--- config.mk ---
export PLATFORM = sky130hd
export DESIGN_NAME = optical_flow_frame_parser
export DESIGN_NICKNAME = d
export VERILOG_FILES = /design/src/hw/rtl/ofp_pkg.sv /design/src/hw/rtl/ofp_in_stage.sv /design/src/hw/rtl/ofp_parser.sv /design/src/hw/rtl/ofp_out_stage.sv /design/src/hw/rtl/optical_flow_frame_parser.sv
export SDC_FILE = /design/constraint.sdc
export NUM_CORES = 1
export LEC_CHECK = 0
export ABC_AREA = 1
export BUFFER_PORTS_ARGS = -buffer_cell sky130_fd_sc_hd__buf_2
export CAP_MARGIN = 10
export CORE_MARGIN = 2
export CORE_UTILIZATION = 51
export CTS_CLUSTER_SIZE = 28
export DETAILED_ROUTE_END_ITERATION = 10
export PLACE_DENSITY = 0.72
export SLEW_MARGIN = 20
export SYNTH_ARGS = -nofsm -noshare
export SYNTH_HDL_FRONTEND = slang
export SYNTH_SLANG_ARGS = --single-unit
--- constraint.sdc ---
create_clock -name i_clk -period 3 [get_ports i_clk]
set_clock_uncertainty 0.15 [all_clocks]
set_input_delay 0 -clock i_clk [delete_from_list [all_inputs] [get_ports i_clk]]
set_output_delay 0 -clock i_clk [all_outputs]
set_load 0.05 [all_outputs]
--- src/hw/rtl/ofp_pkg.sv ---
// ----------------------------------------------------------------------------
// ofp_pkg
// shared types and constants for the optical flow frame parser
// ----------------------------------------------------------------------------
package ofp_pkg;

    localparam int PAYLOAD_BYTES = 10;
    localparam int POS_W         = 4;

    typedef logic [POS_W-1:0] t_pos;

    localparam t_pos POS_HDR0  = t_pos'(0);
    localparam t_pos POS_HDR1  = t_pos'(1);
    localparam t_pos POS_PAY0  = t_pos'(2);
    localparam t_pos POS_CHECK = t_pos'(2 + PAYLOAD_BYTES);
    localparam t_pos POS_TAIL  = t_pos'(3 + PAYLOAD_BYTES);

    localparam logic [7:0] HDR_FIRST  = 8'hFE;
    localparam logic [7:0] HDR_SECOND = 8'h0A;
    localparam logic [7:0] TAIL_MARK  = 8'h55;

    typedef enum logic [1:0] {
        ST_GOOD = 2'd0,
        ST_CSUM = 2'd1,
        ST_TAIL = 2'd2
    } t_status;

    typedef struct packed {
        logic        emit;
        t_status     status;
        logic [15:0] flow_x;
        logic [15:0] flow_y;
        logic [15:0] span_us;
        logic [15:0] ground_dist;
        logic [7:0]  valid_code;
        logic [7:0]  version_code;
        logic        usable;
    } t_result;

endpackage

--- src/hw/rtl/ofp_in_stage.sv ---
// ----------------------------------------------------------------------------
// ofp_in_stage
// input register holding one received byte ahead of the parser
// ----------------------------------------------------------------------------
module ofp_in_stage (
    input  logic       i_clk,
    input  logic       i_rst_n,
    input  logic       i_valid,
    output logic       o_stall,
    input  logic [7:0] i_rx_byte,
    input  logic       i_advance,
    output logic       o_valid,
    output logic [7:0] o_byte
);

    logic       r_valid;
    logic [7:0] r_byte;

    assign o_stall = r_valid && !i_advance;
    assign o_valid = r_valid;
    assign o_byte  = r_byte;

    always_ff @(posedge i_clk) begin
        if (!i_rst_n) begin
            r_valid <= 1'b0;
        end else if (!o_stall) begin
            r_valid <= i_valid;
        end
    end

    always_ff @(posedge i_clk) begin
        if (i_valid && !o_stall) begin
            r_byte <= i_rx_byte;
        end
    end

endmodule

--- src/hw/rtl/ofp_parser.sv ---
// ----------------------------------------------------------------------------
// ofp_parser
// frame position counter, payload store, running xor and result forming
// ----------------------------------------------------------------------------
module ofp_parser (
    input  logic             i_clk,
    input  logic             i_rst_n,
    input  logic             i_en,
    input  logic [7:0]       i_byte,
    output ofp_pkg::t_result o_res
);
    import ofp_pkg::*;

    t_pos       r_pos;
    t_pos       n_pos;
    logic [7:0] r_xor;
    logic [7:0] n_xor;
    logic [7:0] r_store [PAYLOAD_BYTES];
    t_result    res;

    assign o_res = res;

    always_comb begin
        n_pos      = r_pos;
        n_xor      = r_xor;
        res        = '0;
        res.status = ST_GOOD;
        if (i_en) begin
            if (r_pos == POS_HDR0) begin
                if (i_byte == HDR_FIRST) begin
                    n_pos = POS_HDR1;
                    n_xor = '0;
                end
            end else if (r_pos == POS_HDR1) begin
                if (i_byte == HDR_SECOND) begin
                    n_pos = POS_PAY0;
                    n_xor = '0;
                end else begin
                    n_pos = POS_HDR0;
                end
            end else if (r_pos < POS_CHECK) begin
                n_xor = r_xor ^ i_byte;
                n_pos = r_pos + t_pos'(1);
            end else if (r_pos == POS_CHECK) begin
                if (r_xor != i_byte) begin
                    n_pos      = POS_HDR0;
                    res.emit   = 1'b1;
                    res.status = ST_CSUM;
                end else begin
                    n_pos = POS_TAIL;
                end
            end else begin
                n_pos    = POS_HDR0;
                res.emit = 1'b1;
                if (i_byte != TAIL_MARK) begin
                    res.status = ST_TAIL;
                end else begin
                    res.flow_x       = {r_store[1], r_store[0]};
                    res.flow_y       = {r_store[3], r_store[2]};
                    res.span_us      = {r_store[5], r_store[4]};
                    res.ground_dist  = {r_store[7], r_store[6]};
                    res.valid_code   = r_store[8];
                    res.version_code = r_store[9];
                    res.usable       = (r_store[8] != 8'd0);
                end
            end
        end
    end

    always_ff @(posedge i_clk) begin
        if (!i_rst_n) begin
            r_pos <= POS_HDR0;
            r_xor <= '0;
        end else begin
            r_pos <= n_pos;
            r_xor <= n_xor;
        end
    end

    always_ff @(posedge i_clk) begin
        for (int i = 0; i < PAYLOAD_BYTES; i++) begin
            if (i_en && r_pos == t_pos'(POS_PAY0 + i)) begin
                r_store[i] <= i_byte;
            end
        end
    end

    a_pos_range: assert property (@(posedge i_clk) disable iff (!i_rst_n)
        r_pos <= POS_TAIL)
        else $error("frame position out of range");

    a_emit_pos: assert property (@(posedge i_clk) disable iff (!i_rst_n)
        res.emit |-> (r_pos >= POS_CHECK))
        else $error("result outside check or tail position");

    a_emit_restart: assert property (@(posedge i_clk) disable iff (!i_rst_n)
        (i_rst_n && res.emit) |=> (r_pos == POS_HDR0))
        else $error("parser did not restart after result");

    a_hdr_start: assert property (@(posedge i_clk) disable iff (!i_rst_n)
        (i_rst_n && i_en && r_pos == POS_HDR0 && i_byte == HDR_FIRST)
        |=> (r_pos == POS_HDR1 && r_xor == 8'd0))
        else $error("first header byte not taken");

endmodule

--- src/hw/rtl/ofp_out_stage.sv ---
// ----------------------------------------------------------------------------
// ofp_out_stage
// result register feeding the output channel
// ----------------------------------------------------------------------------
module ofp_out_stage (
    input  logic             i_clk,
    input  logic             i_rst_n,
    input  logic             i_load,
    input  ofp_pkg::t_result i_res,
    input  logic             i_stall,
    output logic             o_advance,
    output logic             o_valid,
    output ofp_pkg::t_result o_res
);
    import ofp_pkg::*;

    logic    r_valid;
    t_result r_res;

    assign o_advance = !r_valid || !i_stall;
    assign o_valid   = r_valid;
    assign o_res     = r_res;

    always_ff @(posedge i_clk) begin
        if (!i_rst_n) begin
            r_valid <= 1'b0;
        end else if (o_advance) begin
            r_valid <= i_load && i_res.emit;
        end
    end

    always_ff @(posedge i_clk) begin
        if (o_advance && i_load && i_res.emit) begin
            r_res <= i_res;
        end
    end

endmodule

--- src/hw/rtl/optical_flow_frame_parser.sv ---
// a frame's closing byte is parsed from the input register into the result register
// throughput: one byte per cycle; the input register, the parser and
// the result register all advance together whenever the result register is free
// reset: synchronous active low; clears the frame position, running xor and both
// valid flags; the payload store is not cleared
// ----------------------------------------------------------------------------
// optical_flow_frame_parser
// parses optical flow sensor frames from a received byte stream
// ----------------------------------------------------------------------------
module optical_flow_frame_parser (
    input  logic               i_clk,
    input  logic               i_rst_n,
    input  logic               i_valid,
    output logic               o_stall,
    input  logic [7:0]         i_rx_byte,
    output logic               o_valid,
    input  logic               i_stall,
    output logic [1:0]         o_status,
    output logic signed [15:0] o_flow_x,
    output logic signed [15:0] o_flow_y,
    output logic [15:0]        o_span_us,
    output logic [15:0]        o_ground_dist,
    output logic [7:0]         o_valid_code,
    output logic [7:0]         o_version_code,
    output logic               o_usable
);
    import ofp_pkg::*;

    logic       advance;
    logic       in_valid;
    logic [7:0] in_byte;
    logic       parse_en;
    t_result    parse_res;
    t_result    out_res;

    assign parse_en = in_valid && advance;

    ofp_in_stage u_in (
        .i_clk     (i_clk),
        .i_rst_n   (i_rst_n),
        .i_valid   (i_valid),
        .o_stall   (o_stall),
        .i_rx_byte (i_rx_byte),
        .i_advance (advance),
        .o_valid   (in_valid),
        .o_byte    (in_byte)
    );

    ofp_parser u_parser (
        .i_clk   (i_clk),
        .i_rst_n (i_rst_n),
        .i_en    (parse_en),
        .i_byte  (in_byte),
        .o_res   (parse_res)
    );

    ofp_out_stage u_out (
        .i_clk     (i_clk),
        .i_rst_n   (i_rst_n),
        .i_load    (in_valid),
        .i_res     (parse_res),
        .i_stall   (i_stall),
        .o_advance (advance),
        .o_valid   (o_valid),
        .o_res     (out_res)
    );

    assign o_status       = out_res.status;
    assign o_flow_x       = $signed(out_res.flow_x);
    assign o_flow_y       = $signed(out_res.flow_y);
    assign o_span_us      = out_res.span_us;
    assign o_ground_dist  = out_res.ground_dist;
    assign o_valid_code   = out_res.valid_code;
    assign o_version_code = out_res.version_code;
    assign o_usable       = out_res.usable;

endmodule

==> results of run 1 <==
[power groups by stage]
| stage | registers (µW) | logic (µW) | clock network (µW) |
|---|---|---|---|
| 2_1_floorplan | 2890 | 32.0 | 0 |
| 3_3_place_gp | 2900 | 74.6 | 0 |
| 3_5_place_dp | 2900 | 75.8 | 0 |
| 4_1_cts | 2840 | 89.2 | 2260 |
| 5_1_grt | 2840 | 100 | 2360 |
| 6_report | 2840 | 90.4 | 2240 |
[per-layer routing]
layer  track usage  up-vias  part of all wire
met3        0.0410       23             0.055
met2         0.282      127              0.47
met4        0.0814        0             0.021
met5             0        -                 0
li1              -     1999                 -
met1         0.255     1935              0.46
[kinds of logic after synthesis]
| logic type | share of synthesized area |
|---|---|
| flip-flops | 0.785 |
| AND/OR/NAND/NOR | 0.117 |
| adder cells (fa/ha/maj) | 0.00726 |
| AO/OA/AOI/OAI | 0.0163 |
| buffers and inverters | 0.0744 |
[sequential cells by signal (all words and copies together) (netlist names)]
| name | flops |
|---|---|
| u_parser.r_pos | 4 |
| u_out.o_valid | 1 |
| u_parser.r_store | 80 |
| u_in.o_valid | 1 |
| u_in.o_byte | 8 |
| u_out.o_res | 83 |
| u_parser.r_xor | 8 |
[critical path, delay by kind of cell (launching register included)]
kind | cells | cell delay [ns]
buffers and inverters | 3 | 0.59
and+or+nand+nor | 6 | 0.55
DFF | 1 | 0.72
[Yosys cell counts (all sizes together)]
master  count  share of area
edfxtp    171           0.74
inv       123          0.067
nor2      116          0.065
nand2      47          0.028
dfxtp      14          0.041
nand3      14          0.011
o21ai      11         0.0080
buf        10         0.0071
a21oi       9         0.0071
nor3        7         0.0051
ha          4         0.0073
nand4       4         0.0036
nor4        3         0.0027
a31o        1         0.0013
nand3b      1         0.0011
[worst min path at each step]
stage,slack (ns),end,depth (start not counted)
2_1_floorplan,-0.05,u_in.o_byte[0],0
3_3_place_gp,0.03,u_in.o_byte[5],1
3_5_place_dp,0.03,u_in.o_byte[4],1
4_1_cts,0.11,u_in.o_byte[4],2
5_1_grt,0.12,u_in.o_byte[1],2
6_report,0.13,u_in.o_byte[0],2
[cell type report]
| class | instances | area, µm² | share of cell area |
|---|---|---|---|
| clock buffers | 17 | 425 | 0.0505 |
| clock inverters | 15 | 176 | 0.0209 |
| inverters | 123 | 468 | 0.0555 |
| multi-input cells | 217 | 968 | 0.115 |
| flip-flops and latches | 185 | 5420 | 0.643 |
| well taps | 176 | 220 | 0.0261 |
| repair buffers | 126 | 753 | 0.0894 |
[per-stage QoR]
stage / area [µm²] / total power [µW] / hold WS [ns] / worst slack, ns
global route: 8430 / 5300 / 0.117 / 0.315
floorplan: 6900 / 2920 / -0.0511 / 0.0257
global placement: 7680 / 2970 / 0.0277 / 0.625
CTS: 8430 / 5190 / 0.113 / 0.473
detailed placement: 7680 / 2970 / 0.0281 / 0.554
finish: 8430 / 5170 / 0.126 / 0.518
[timing repair]
action | CTS | global route
hold buffers | 14 | 0
endpoints found under the hold margin | 30 | 0
setup buffers | 0 | 0
==> impl_metrics.yaml, run 1 <==
outcome:
  outcome: "complete, no violations"
floorplan:
  core_um2: 13200
  design.die.area_um2: 14500
  initial_core_util: 0.521
  die_y_um: 120
  die_x_um: 120
  rows: 42
  io_pins: 97
clock_tree:
  h-tree-depth: 4
  cts_made_buffers: 17
  ctsResizeCount: 0
  cts_root_buf: "clkbuf_16"
  cts_max_path_buffers: 2
  cts.sinks: 185
  cts_tree: "built"
  cts.reportedPaths.clkPinSlew_ns: 0.07
  clk_latency_ns: 0.43
pwr:
  power_switching_uw: 1010
  swShare: 0.196
  pwr-share-clk: 0.433
  power_frac_comb: 0.017
  intPower_uw: 4160
  powerDensity_nw_per_um2: 613
  ir_drop_mv: 0.306
  pwr-share-seq: 0.549
  leakage_uw: 0.00389
synthesis:
  yosysWarnings: 0
  syn_nets: 551
  synth_seq_cells: 185
  synth_area_um2: 6900
  yosysSeqAreaShare: 0.785
  yosysUniqueCellTypes: 25
  synthCells: 535
  synth_area_per_cell_um2: 12.9
critical_path:
  cp_max_fo: 83
  endpoint_kind: "flip-flop"
  cp_slowest_cell: "edfxtp_1"
  required_ns: 2.92
  crit_path_start_kind: "flip-flop"
  worstSetupPathType: "reg2reg"
  path_cells: "inv_1 > nand2_1 > nand2_1 > nand2_1 > nor2_1 > nand3_1 > nand2_1 > clkinvlp_4 > buf_12"
  timing.rr.start: "u_in.o_byte[1]"
  startpoint: "u_in.o_byte[1]"
  worst_ep_arrival_time_ns: 2.40
  critPathMostFrequentCell: "nand2_1"
  cp-endpoint: "u_out.o_res[71]"
  reg2reg_depth: 9
  ff2ff_setup_slack_ns: 0.52
  r2r_end: "u_out.o_res[71]"
  critPathMaxStageDelay_ns: 0.72
finish:
  nets: 686
  finalCoreUtilization: 0.636
  final_common_cell: "edfxtp_1"
  final_cells: 859
  layout_common_cells: "edfxtp_1 (171), inv_1 (117), nor2_1 (113), buf_2 (96), nand2_1 (43)"
  drive_above_1_share: 0.231
  antenna_cells: 0
  area_growth_pct: 22.2
  fillCellCount: 1052
global_routing:
  antenna_found_initial: 0
  grt_pass1_vias: 3969
  grt-ovfl-total: 0
  grt_pass1_wl_mm: 19.8
  grt_max_degree: 84
  grt_usage: 0.184
drt:
  wl_mm: 12.5
  drtIter0Drc: 445
  ant_nets: 0
  drc: 0
  drt-wirelength-per-cell_um: 14.6
  vias: 4084
  viasPerCell: 4.75
  drtPass1Iterations: 4
timing:
  fmaxAchievable_mhz: 403
  rsz0062_at_grt: "no"
  period_needed_ns: 2.48
  hold_viol: 0
  finalCritPeriodShare: 0.827
  drv_slew: 0
  slew_headroom: 0.397
  fin_tns_setup_ns: 0
  finalSetupViolations: 0
  tightest_slew_ns: 0.901
job:
  cap_violations: 0
worst_hold_path:
  hp-start: "i_rx_byte[0]"
  hold_path.class: "in2reg"
placed_design:
  dp.cells: 813
  routabilityCongestion: 0.809
  hpwlAfterDp_mm: 7.94
  port_buffers: 96
Note: power is estimated with default switching activity, not from simulation.
==> run 2, diff against run 1 <==
Settings changed: CORE_UTILIZATION 51 to 55, PLACE_DENSITY 0.72 to 0.74.
Clock period 3 ns to 2.35 ns, I/O delays scaled along.
==> impl_metrics.yaml, run 2 (same netlist as run 1, synthesis figures left out) <==
outcome:
  outcome: "complete, no violations"
placed_design:
  place_area_um2: 7740
  port_buffers: 96
  hpwlAfterDp_mm: 8.42
  dp.cells: 811
  routabilityCongestion: 0.869
timing:
  fmaxAchievable_mhz: 473
  drv_slew: 0
  hold_viol: 0
  period_needed_ns: 2.12
  rsz0062_at_grt: "no"
  slew_headroom: 0.700
  whs_ns: 0.132
  finalCritPeriodShare: 0.900
  finalSetupViolations: 0
  tightest_slew_ns: 0.451
  fin_tns_setup_ns: 0
global_routing:
  grt_usage: 0.209
  grt_max_degree: 84
  grt_pass1_wl_mm: 20.5
  antenna_found_initial: 0
  grt-ovfl-total: 0
  grt_pass1_vias: 4023
critical_path:
  ff2ff_setup_slack_ns: 0.23
  worstSetupPathType: "reg2reg"
  timing.rr.start: "u_out.o_valid"
  reg2reg_depth: 7
  r2r_end: "u_in.o_valid"
  required_ns: 2.51
  cp_max_fo: 3
  endpoint_kind: "flip-flop"
  crit_path_start_kind: "flip-flop"
  worst_ep_arrival_time_ns: 2.28
drt:
  viasPerCell: 4.79
  drtPass1Iterations: 5
  wl_mm: 13.2
  ant_nets: 0
  drt-wirelength-per-cell_um: 15.4
  drc: 0
  vias: 4105
  drtIter0Drc: 332
floorplan:
  rows: 40
  initial_core_util: 0.569
  die_y_um: 116
  die_x_um: 116
  io_pins: 97
  design.die.area_um2: 13500
  core_um2: 12100
finish:
  drive_above_1_share: 0.241
  final_common_cell: "edfxtp_1"
  antenna_cells: 0
  layout_common_cells: "edfxtp_1 (171), inv_1 (115), nor2_1 (113), buf_2 (96), nand2_1 (42)"
  area_growth_pct: 22.7
  final_cells: 857
  final_area_um2: 8460
  nets: 692
  largest_register_ffs: 83
worst_hold_path:
  hold_path.class: "in2reg"
  hp-start: "i_rx_byte[6]"
  hold_depth: 2
  whs_endpoint: "u_in.o_byte[6]"
clock_tree:
  cts_max_path_buffers: 2
  clk_latency_ns: 0.42
  cts_root_buf: "clkbuf_16"
  cts.reportedPaths.clkPinSlew_ns: 0.07
  ctsResizeCount: 0
  cts_tree: "built"
  cts.sinks: 185
  cts_made_buffers: 17
  h-tree-depth: 4
job:
  cap_violations: 0
pwr:
  swShare: 0.190
  finalPower_uw: 6540
  pwr-share-seq: 0.552
  intPower_uw: 5300
  pwr-share-clk: 0.426
  leakage_uw: 0.00394
  ir_drop_mv: 0.376
  power_switching_uw: 1240
  powerDensity_nw_per_um2: 773
  power_frac_comb: 0.022
[run 2: power by group through the flow]
| stage | clock network [µW] | registers [µW] | logic [µW] |
|---|---|---|---|
| after global routing | 2950 | 3610 | 154 |
| after CTS | 2820 | 3610 | 139 |
| final | 2790 | 3610 | 141 |
| after floorplan | 0 | 3690 | 41.0 |
| after detailed placement | 0 | 3680 | 122 |
| after global placement | 0 | 3680 | 122 |
[run 2: worst max path at each step]
stage,from,endpoint,slack [ns],depth (start not counted)
after floorplan,u_in.o_byte[7],u_out.o_res[0],-0.46,8
after global placement,u_in.o_byte[4],u_out.o_res[8],0.43,8
after detailed placement,u_in.o_byte[4],u_out.o_res[14],0.36,9
after CTS,u_in.o_byte[5],u_out.o_valid,0.29,9
after global routing,u_out.o_valid,u_in.o_valid,0.12,7
final,u_out.o_valid,u_in.o_valid,0.23,7
[run 2: cell type report]
type	count	area (µm²)
repair buffers	132	811
clock buffers	17	425
well taps	168	210
flip-flops and latches	185	5420
inverters	123	468
clock inverters	15	158
multi-input cells	217	971
fillers	886	3650
[run 2: through the flow]
| stage | setup slack (ns) | util |
|---|---|---|
| after floorplan | -0.465 | - |
| after global placement | 0.429 | 0.639 |
| after detailed placement | 0.360 | 0.639 |
| after CTS | 0.291 | 0.698 |
| after global routing | 0.122 | 0.698 |
| final | 0.234 | 0.698 |
[run 2: timing repair]
item | in CTS | in global routing
endpoints found under the hold margin | 30 | 0
hold buffers | 14 | 0
buffers inserted | 0 | 0
[run 2: worst max-delay path, stage by stage (launching register included)]
cell and delay [ns]:
dfxtp_2 0.32, nand2_1 0.08, nor2_1 0.13, inv_1 0.07, nand2_1 0.08, dlygate4sd3_1 0.57
a21oi_1 0.06, dlygate4sd3_1 0.55
[run 2: metal layers]
| metal | up-vias | global-route usage | share of wire |
|---|---|---|---|
| li1 | 2007 | - | - |
| met1 | 1930 | 0.285 | 0.44 |
| met2 | 142 | 0.329 | 0.48 |
| met3 | 26 | 0.0439 | 0.055 |
| met4 | 0 | 0.0960 | 0.022 |
| met5 | - | 0 | 0 |
==> run 3, diff against run 2 <==
Settings changed: CORE_UTILIZATION 55 to 40, PLACE_DENSITY 0.74 to default, SKIP_CTS_REPAIR_TIMING from default to 1.
==> impl_metrics.yaml, run 3 (same netlist as run 1, synthesis figures left out) <==
floorplan:
  io_pins: 97
  die_x_um: 135
  design.die.area_um2: 18300
  die_y_um: 135
  core_um2: 17100
  initial_core_util: 0.404
  rows: 48
clock_tree:
  cts.sinks: 185
  h-tree-depth: 4
  cts_tree: "built"
  cts_max_path_buffers: 2
  cts_root_buf: "clkbuf_16"
  clk_latency_ns: 0.43
  cts_made_buffers: 17
  cts.reportedPaths.clkPinSlew_ns: 0.07
finish:
  area_growth_pct: 24.1
  seq_area_um2: 5420
  antenna_cells: 0
  final_common_cell: "edfxtp_1"
  drive_above_1_share: 0.246
  final_cells: 916
  final_area_um2: 8560
  finalCoreUtilization: 0.502
  largest_register_ffs: 83
  layout_common_cells: "edfxtp_1 (171), inv_1 (115), nor2_1 (113), buf_2 (96), nand2_1 (42)"
  nets: 694
  multi_input_area_um2: 971
  fillCellCount: 1523
global_routing:
  grt-ovfl-total: 0
  grt_usage: 0.151
  grt_pass1_wl_mm: 20.5
  grt_pass1_vias: 3984
  antenna_found_initial: 0
  grt_max_degree: 61
pwr:
  powerDensity_nw_per_um2: 786
  ir_drop_mv: 0.490
  leakage_uw: 0.00396
critical_path:
  worst_ep_arrival_time_ns: 2.08
  crit_path_start_kind: "flip-flop"
  ff2ff_setup_slack_ns: 0.26
  worstSetupPathType: "reg2reg"
  cp_max_fo: 60
  required_ns: 2.34
  endpoint_kind: "flip-flop"
placed_design:
  place_area_um2: 7800
  hpwlAfterDp_mm: 8.73
  routabilityCongestion: 0.893
  port_buffers: 96
  dp.cells: 871
drt:
  drt-wirelength-per-cell_um: 14.3
  drtIter0Drc: 242
  vias: 4087
  drc: 0
  wl_mm: 13.1
  drtPass1Iterations: 4
  viasPerCell: 4.46
  ant_nets: 0
timing:
  rsz0062_at_grt: "no"
  slew_headroom: 0.603
  period_needed_ns: 2.09
  finalSetupViolations: 0
  drv_slew: 0
  fmaxAchievable_mhz: 477
  tightest_slew_ns: 0.595
  finalCritPeriodShare: 0.891
  whs_ns: 0.125
  hold_viol: 0
worst_hold_path:
  hold_path.class: "in2reg"
outcome:
  outcome: "complete, no violations"
job:
  cap_violations: 0
[run 3: changes by cell type in the layout (fill, tap and decap cells not counted)]
cell / before / now
clkinv_2: 4 / 3
bufinv_16: 3 / 4
clkbuf_1: 0 / 3
clkinv_1: 4 / 0
inv_8: 0 / 1
buf_4: 20 / 24
inv_6: 1 / 0
dlygate4sd3_1: 14 / 13
clkbuf_8: 0 / 1
buf_12: 2 / 0
buf_6: 0 / 1
[run 3: stage by stage]
step	power (µW)	TNS [ns]	setup slack, ns
floorplan	3730	-38.59	-0.465
finish	6730	0	0.256
global route	6930	0	0.135
detailed placement	3810	0	0.164
CTS	6760	0	0.145
global placement	3810	0	0.240
[run 3: final timing paths]
| path | from | endpoint | depth (start not counted) |
|---|---|---|---|
| setup / recovery | u_parser.r_pos[0] | u_out.o_res[51] | 6 |
| hold reg to reg | u_parser.r_xor[1] | u_parser.r_xor[1] | 2 |
| setup reg to reg | u_parser.r_pos[0] | u_out.o_res[51] | 6 |
| hold / removal | i_rx_byte[5] | u_in.o_byte[5] | 2 |
[run 3: worst max-delay path: stages, from the launching register on]
cell	delay, ns
dfxtp_1	0.37
inv_1	0.11
ha_1	0.25
inv_1	0.16
nand3_2	0.12
buf_4	0.47
nor2_1	0.13
[run 3: where the power goes]
part,leakage (µW),switching (µW),internal (µW)
combinational,0.00178,97.6,51.5
clock,0.000299,1160,1810
sequential,0.00188,11.7,3590
total,0.00396,1270,5460
[run 3: routing by layer]
layer | part of all wire | track usage | vias to the layer above
met5 | 0 | 0 | -
met4 | 0.031 | 0.0775 | 0
met3 | 0.054 | 0.0340 | 27
met2 | 0.48 | 0.246 | 122
met1 | 0.43 | 0.189 | 1928
li1 | - | - | 2010
[run 3: final cells by class]
class	instances	share of cell area
flip-flops and latches	185	0.633
clock inverters	11	0.0199
inverters	123	0.0547
well taps	225	0.0329
multi-input cells	217	0.113
clock buffers	21	0.0526
repair buffers	134	0.0937
